<file path="src/hw/rtl/chte_pkg.sv">
package chte_pkg;

  localparam int KEY_W = 32;
  localparam int CNT_W = 9;
  localparam logic [8:0] BUCKETS_RST = 9'd100;

  localparam logic [2:0] ACT_ADD    = 3'd0;
  localparam logic [2:0] ACT_REMOVE = 3'd1;
  localparam logic [2:0] ACT_LOOKUP = 3'd2;
  localparam logic [2:0] ACT_UPDATE = 3'd3;
  localparam logic [2:0] ACT_PAIR   = 3'd4;
  localparam logic [2:0] ACT_COUNT  = 3'd5;

  localparam logic [1:0] ST_OK   = 2'd0;
  localparam logic [1:0] ST_MISS = 2'd1;
  localparam logic [1:0] ST_FULL = 2'd2;

  typedef enum logic [12:0] {
    S_CLEAR = 13'b0000000000001,
    S_IDLE  = 13'b0000000000010,
    S_DIV   = 13'b0000000000100,
    S_HEAD  = 13'b0000000001000,
    S_HEAD2 = 13'b0000000010000,
    S_ADD   = 13'b0000000100000,
    S_ADD2  = 13'b0000001000000,
    S_WALK  = 13'b0000010000000,
    S_CHK   = 13'b0000100000000,
    S_REM1  = 13'b0001000000000,
    S_REM2  = 13'b0010000000000,
    S_NKEY  = 13'b0100000000000,
    S_DONE  = 13'b1000000000000
  } state_t;

endpackage

</file>
<file path="src/hw/rtl/chte_mod.sv">
module chte_mod #(
  parameter int DW = 9
) (
  input  logic                        clk,
  input  logic                        rst,
  input  logic                        start,
  input  logic [chte_pkg::KEY_W-1:0]  dividend,
  input  logic [DW-1:0]               divisor,
  output logic                        done,
  output logic [DW-1:0]               remainder
);

  localparam int SW = $clog2(chte_pkg::KEY_W) + 1;

  logic [chte_pkg::KEY_W-1:0] quo;
  logic [DW-1:0]              dv;
  logic [DW:0]                rem;
  logic [DW:0]                shifted;
  logic [SW-1:0]              steps;
  logic                       run;

  assign shifted   = {rem[DW-1:0], quo[chte_pkg::KEY_W-1]};
  assign remainder = rem[DW-1:0];

  always_ff @(posedge clk) begin
    if (rst) begin
      run   <= 1'b0;
      done  <= 1'b0;
      steps <= '0;
    end else begin
      done <= 1'b0;
      if (start) begin
        run   <= 1'b1;
        steps <= '0;
        quo   <= dividend;
        dv    <= divisor;
        rem   <= '0;
      end else if (run) begin
        quo <= {quo[chte_pkg::KEY_W-2:0], 1'b0};
        if (shifted >= {1'b0, dv}) rem <= shifted - {1'b0, dv};
        else rem <= shifted;
        if (steps == SW'(chte_pkg::KEY_W - 1)) begin
          run  <= 1'b0;
          done <= 1'b1;
        end
        steps <= steps + SW'(1);
      end
    end
  end

endmodule

</file>
<file path="config.mk">
export PLATFORM = sky130hd
export DESIGN_NAME = chte_mod
export DESIGN_NICKNAME = d
export VERILOG_FILES = /design/src/hw/rtl/chte_pkg.sv /design/src/hw/rtl/chte_mod.sv
export SDC_FILE = /design/constraint.sdc
export NUM_CORES = 1
export LEC_CHECK = 0
export BUFFER_PORTS_ARGS = -buffer_cell sky130_fd_sc_hd__buf_2
export CAP_MARGIN = 40
export CORE_MARGIN = 2
export CORE_UTILIZATION = 30
export CTS_BUF_LIST = sky130_fd_sc_hd__clkbuf_8 sky130_fd_sc_hd__clkbuf_16
export CTS_CLUSTER_SIZE = 16
export DETAILED_ROUTE_END_ITERATION = 12
export GPL_ROUTABILITY_DRIVEN = 0
export PLACE_DENSITY = 0.55
export SLEW_MARGIN = 10
export SYNTH_ARGS = -nofsm -noshare
export SYNTH_HDL_FRONTEND = slang
export SYNTH_SLANG_ARGS = --single-unit
</file>
<file path="constraint.sdc">
create_clock -name clk -period 4.4 [get_ports clk]
set_input_delay 1.1 -clock clk [delete_from_list [all_inputs] [get_ports clk]]
set_output_delay 1.1 -clock clk [all_outputs]
set_load 0.02 [all_outputs]
</file>
---- After elaboration in Yosys (flattened, before gate mapping) ----
Cells that the tools add are included.
word-level totals
  logic and storage cells ................. 25
  register bits after elaboration ......... 58
operators by class
  bitwise operators ....................... 2
  mux-type cells .......................... 8
  magnitude comparators ................... 1
  equal/unequal tests ..................... 1
  reductions and logical operators ........ 5
  $add $sub $neg .......................... 2
operators by type and width
  operator                                              number
  two-way mux 32 bit                                    2
  two-way mux 9 bit                                     2
  >= comparator 10 x 9 -> 1 bit                         1
  subtractor 9 bit                                      1
  adder 6 x 1 -> 6 bit (second input constant)          1
  equality test 6 x 5 -> 1 bit (second input constant)  1
  two-way mux 1 bit                                     4
  AND reduction 2 bit                                   2
  OR reduction 3 bit                                    1
  inverter 1 bit                                        2
  nonzero test 2 bit                                    1
  OR reduction 2 bit                                    1

---- Logic depth before layout (Yosys ltp) ----
  word-level depth ........................ 4
  mapped depth ............................ 9
  depth with buffers taken out ............ 9

---- Worst setup path after synthesis ----
No wires, ideal clock.
  path kind ............................... input to register
  start ................................... in start
  end ..................................... reg quo[0] in the netlist's numbering, enable pin
  data arrival time ....................... 3.445 ns
  library setup time ...................... 0.439 ns
  cell stages on the path ................. 4
  path slack .............................. 0.516 ns
  path through ............................ clkbuf_1 > clkbuf_1 > nor2_1 > nor2_1
between the ends
  cells in the longest elaborated chain, start to end .. 2
RTL lines
  what                                  RTL line        RTL
  from (decl)                           chte_mod.sv:6   input logic start,
  nonzero test 2 bit (no source line)   -
  AND reduction 2 bit (no source line)  -
  to (signal assigned)                  chte_mod.sv:35  quo <= dividend;
  to (signal assigned)                  chte_mod.sv:39  quo <= {quo[chte_pkg::KEY_W-2:0], 1'b0};
  to (decl)                             chte_mod.sv:15  logic [chte_pkg::KEY_W-1:0] quo;
No other way between the ends.
A chain may end at the register's enable or synchronous reset.

---- Worst setup path in the final report ----
  start ................................... reg quo[31] in the netlist's numbering
  end ..................................... reg rem[1] (data pin)
between the ends
  cells in the longest elaborated chain, start to end .. 3
RTL lines
  what                                                                      RTL line        RTL
  subtractor 9 bit / >= comparator 10 x 9 -> 1 bit (equally long branches)  chte_mod.sv:40  if (shifted >= {1'b0, dv}) rem <= shifted - {1'b0, dv};
  two-way mux 9 bit (*)                                                     chte_mod.sv:40
  two-way mux 9 bit (*)                                                     chte_mod.sv:38  end else if (run) begin
  to (signal assigned)                                                      chte_mod.sv:40
  to (signal assigned)                                                      chte_mod.sv:41  else rem <= shifted;
  to (decl)                                                                 chte_mod.sv:17  logic [DW:0] rem;
Mark *: on every way between the ends. The rest lies on a longest branch, timed or not. The select of a mux whose other input is x is not followed.

==> flow_metrics.tcl <==
set metrics [dict create \
    async_flop_share_pct 0 \
    timing.critical_path.mode_cell "inv_1" \
    synth_top_area_share_pct 52.63 \
    grt_max_degree 34 \
    p_leak_nw 1.374 \
    clock.fmax_mhz 381.7 \
    grt_setup_unrepaired "no" \
    first_global_vias 1900 \
    yosysSeqAreaShare_pct 58.25 \
    syn-num-nets 271 \
    final_area_mm2 0.003482 \
    drv_slew 0 \
    stdcell_count 409 \
    crit_buf_inv 2 \
    die_w_um 101.5 \
    ctsHtreeMaxLevel 3 \
    path_max_fanout 8 \
    ant_nets 0 \
    critPathCaptureType "register" \
    drc 0 \
    whs_ns 0.4904 \
    utilization_pct 37.68 \
    grt_use_met1_pct 15.08 \
    cts_made_buffers 9 \
    die_height_um 101.5 \
    grt_use_total_pct 11.42 \
    core.rowCount 35 \
    maxCapViolCount 0 \
    grt_antenna_before_repair 0 \
    cp.arrival_ns 2.70 \
    grt_overflow_total 0 \
    cts_tree "built" \
    grt_pass1_wl_um 8990 \
    finalPower_mw 1.357 \
    worstMarginPinSlew_ns 0.8203 \
    clkLatencyLatePin_ns 0.33 \
    ys_seq_elements 58 \
    fin_nets 330 \
    clk_path_buf_depth 2 \
    finClkSkew_ns 0.006812 \
    synth-edff-count 50 \
    yosysMostFrequentCell "edfxtp_1" \
    cellPowerDensity_mw_per_mm2 389.6 \
    clock_sinks 58 \
    dpl.hpwl_um 4026 \
    synth_area_leaders "edfxtp_1, mux2_2, dfxtp_1" \
    grt_util_met2_pct 16.19 \
    setup_tns_ns 0 \
    use_met3_pct 5.452 \
    diodes 0 \
    synth.distinct_cells 44 \
    critical-path-max-stage-delay_ns 0.44 \
    fin_crit_sh_pct 59.54 \
    hold_buffers 0 \
    yosysWarnings 0 \
    dp.cells 393 \
    worstSetupPathType "reg2reg" \
    period_needed_ns 2.620 \
    critPathTopFamily "compound AO/OA/AOI/OAI gates" \
    dpl_cell_area_mm2 0.003296 \
    cts_setup_buffers 0 \
    viasPerCell 4.406 \
    outcome "complete, no violations" \
    timing.final.ws_setup_ns 1.780 \
    setup_viol 0 \
    dieArea_mm2 0.01031 \
    core_area_mm2 0.009240 \
    root_buffer "clkbuf_8" \
    grt.busiest_layer "met2" \
    synth_area_mm2 0.002853 \
    ir_drop_mv 0.1839 \
    yosysTopAreaCell "edfxtp_1" \
    clk_pin_slew_ns 0.07 \
    worstHoldPathType "reg2reg" \
    drive_gt1_share_pct 40.36 \
    wl_um 5490 \
    cp_slowest_cell "a211oi_4" \
    path_cells "inv_1 > ha_1 > inv_1 > fa_1 > a211oi_1 > o21ai_4 > a211oi_4 > mux2i_1 > nor2_1" \
    vias 1802 \
    ioPinCount 54 \
    cts_resized 0 \
    initialDrtViolationCount 55 \
    startpoint_type "register" \
    firstDrtPassIters 4 \
    area_growth_pct 22.06 \
    relSlewSlack_pct 45.11 \
    synth_flop_cell "edfxtp_1" \
    wire_per_inst_um 13.42 \
    synth_top_cells_by_count "edfxtp_1, mux2_2, nor2_1, inv_1, nand2_1" \
    avgSynthCellArea_um2 13.21 \
    post-place-ws_ns 1.783 \
    hold_viol 0 \
    port_buffers 53 \
    cp.required_ns 4.48 \
    synth_cells 216 \
    start_util_pct 30.87 \
]
==> sequential cells by signal, summed over array words and instances, names as in the netlist <==
signal / cells
done: 1
dv: 9
quo: 32
rem: 9
run: 1
steps: 6
==> where the power goes <==
part / total [mW] / switching (mW) / internal [mW]
Clock: 0.466 / 0.211 / 0.255
Combinational: 0.231 / 0.127 / 0.105
Sequential: 0.660 / 0.0162 / 0.643
==> per-layer routing <==
| layer | wire, um | part of all wire [%] | vias to the layer above |
|---|---|---|---|
| met5 | 0 | 0 | - |
| met4 | 63 | 1.1 | 0 |
| met3 | 433 | 7.9 | 6 |
| met2 | 2307 | 42 | 54 |
| met1 | 2686 | 49 | 823 |
| li1 | - | - | 919 |
==> placed cells by master, fill, tap and decap left out, drive strengths merged, types with 3 or more instances in the layout <==
cell type / synthesis / final
o21ai: 7 / 7
buf: 1 / 55
nand3: 3 / 3
nor3: 6 / 6
edfxtp: 50 / 50
and3: 3 / 3
inv: 13 / 15
nor2: 17 / 17
xor2: 4 / 4
dfxtp: 8 / 8
a21oi: 11 / 11
a211oi: 3 / 3
nand2: 12 / 12
ha: 10 / 10
a211o: 3 / 3
clkbuf: 6 / 9
mux2: 32 / 32
mux2i: 4 / 4
nand4: 4 / 4
==> final cells by class <==
| cell class | instances | area [um^2] |
|---|---|---|
| fillers | 910 | 5758 |
| flip-flops and latches | 58 | 1662 |
| multi-input cells | 138 | 1124 |
| repair buffers | 55 | 300.3 |
| well taps | 129 | 161.4 |
| clock buffers | 9 | 123.9 |
| clock inverters | 7 | 62.56 |
| inverters | 13 | 48.80 |
==> path summary, 6_finish.rpt <==
| kind | start | to | slack [ns] | cells after the start |
|---|---|---|---|---|
| max reg2reg | quo[31]$_DFFE_PP_ | rem[1]$_SDFFCE_PP0P_ | 1.78 | 9 |
| min | steps[5]$_SDFFE_PP0P_ | steps[5]$_SDFFE_PP0P_ | 0.49 | 2 |
| min reg2reg | steps[5]$_SDFFE_PP0P_ | steps[5]$_SDFFE_PP0P_ | 0.49 | 2 |
| max | quo[31]$_DFFE_PP_ | rem[1]$_SDFFCE_PP0P_ | 1.78 | 9 |
==> worst reg2reg max path, delay by kind of cell, from the launching register on <==
kind            cells  cell delay [ns]
mux                 1             0.25
simple gates        1             0.05
fa+ha+maj           2             0.57
compound gates      3             0.99
buf+inv             2             0.12
flops               1             0.38
==> cell families (layout without fill, tap and decap cells) <==
group / after synthesis / in the layout / synth area share (%)
xor gates and xnor gates: 6 / 6 / 1.842
muxes: 36 / 36 / 14.03
AOI/OAI and AO/OA: 33 / 33 / 8.772
adders and majority gates: 11 / 11 / 5.088
buffers and inverters: 20 / 84 / 2.632
DFF: 58 / 58 / 58.25
and+or+nand+nor: 52 / 52 / 9.386
Note: power is estimated with default switching activity, not from simulation.
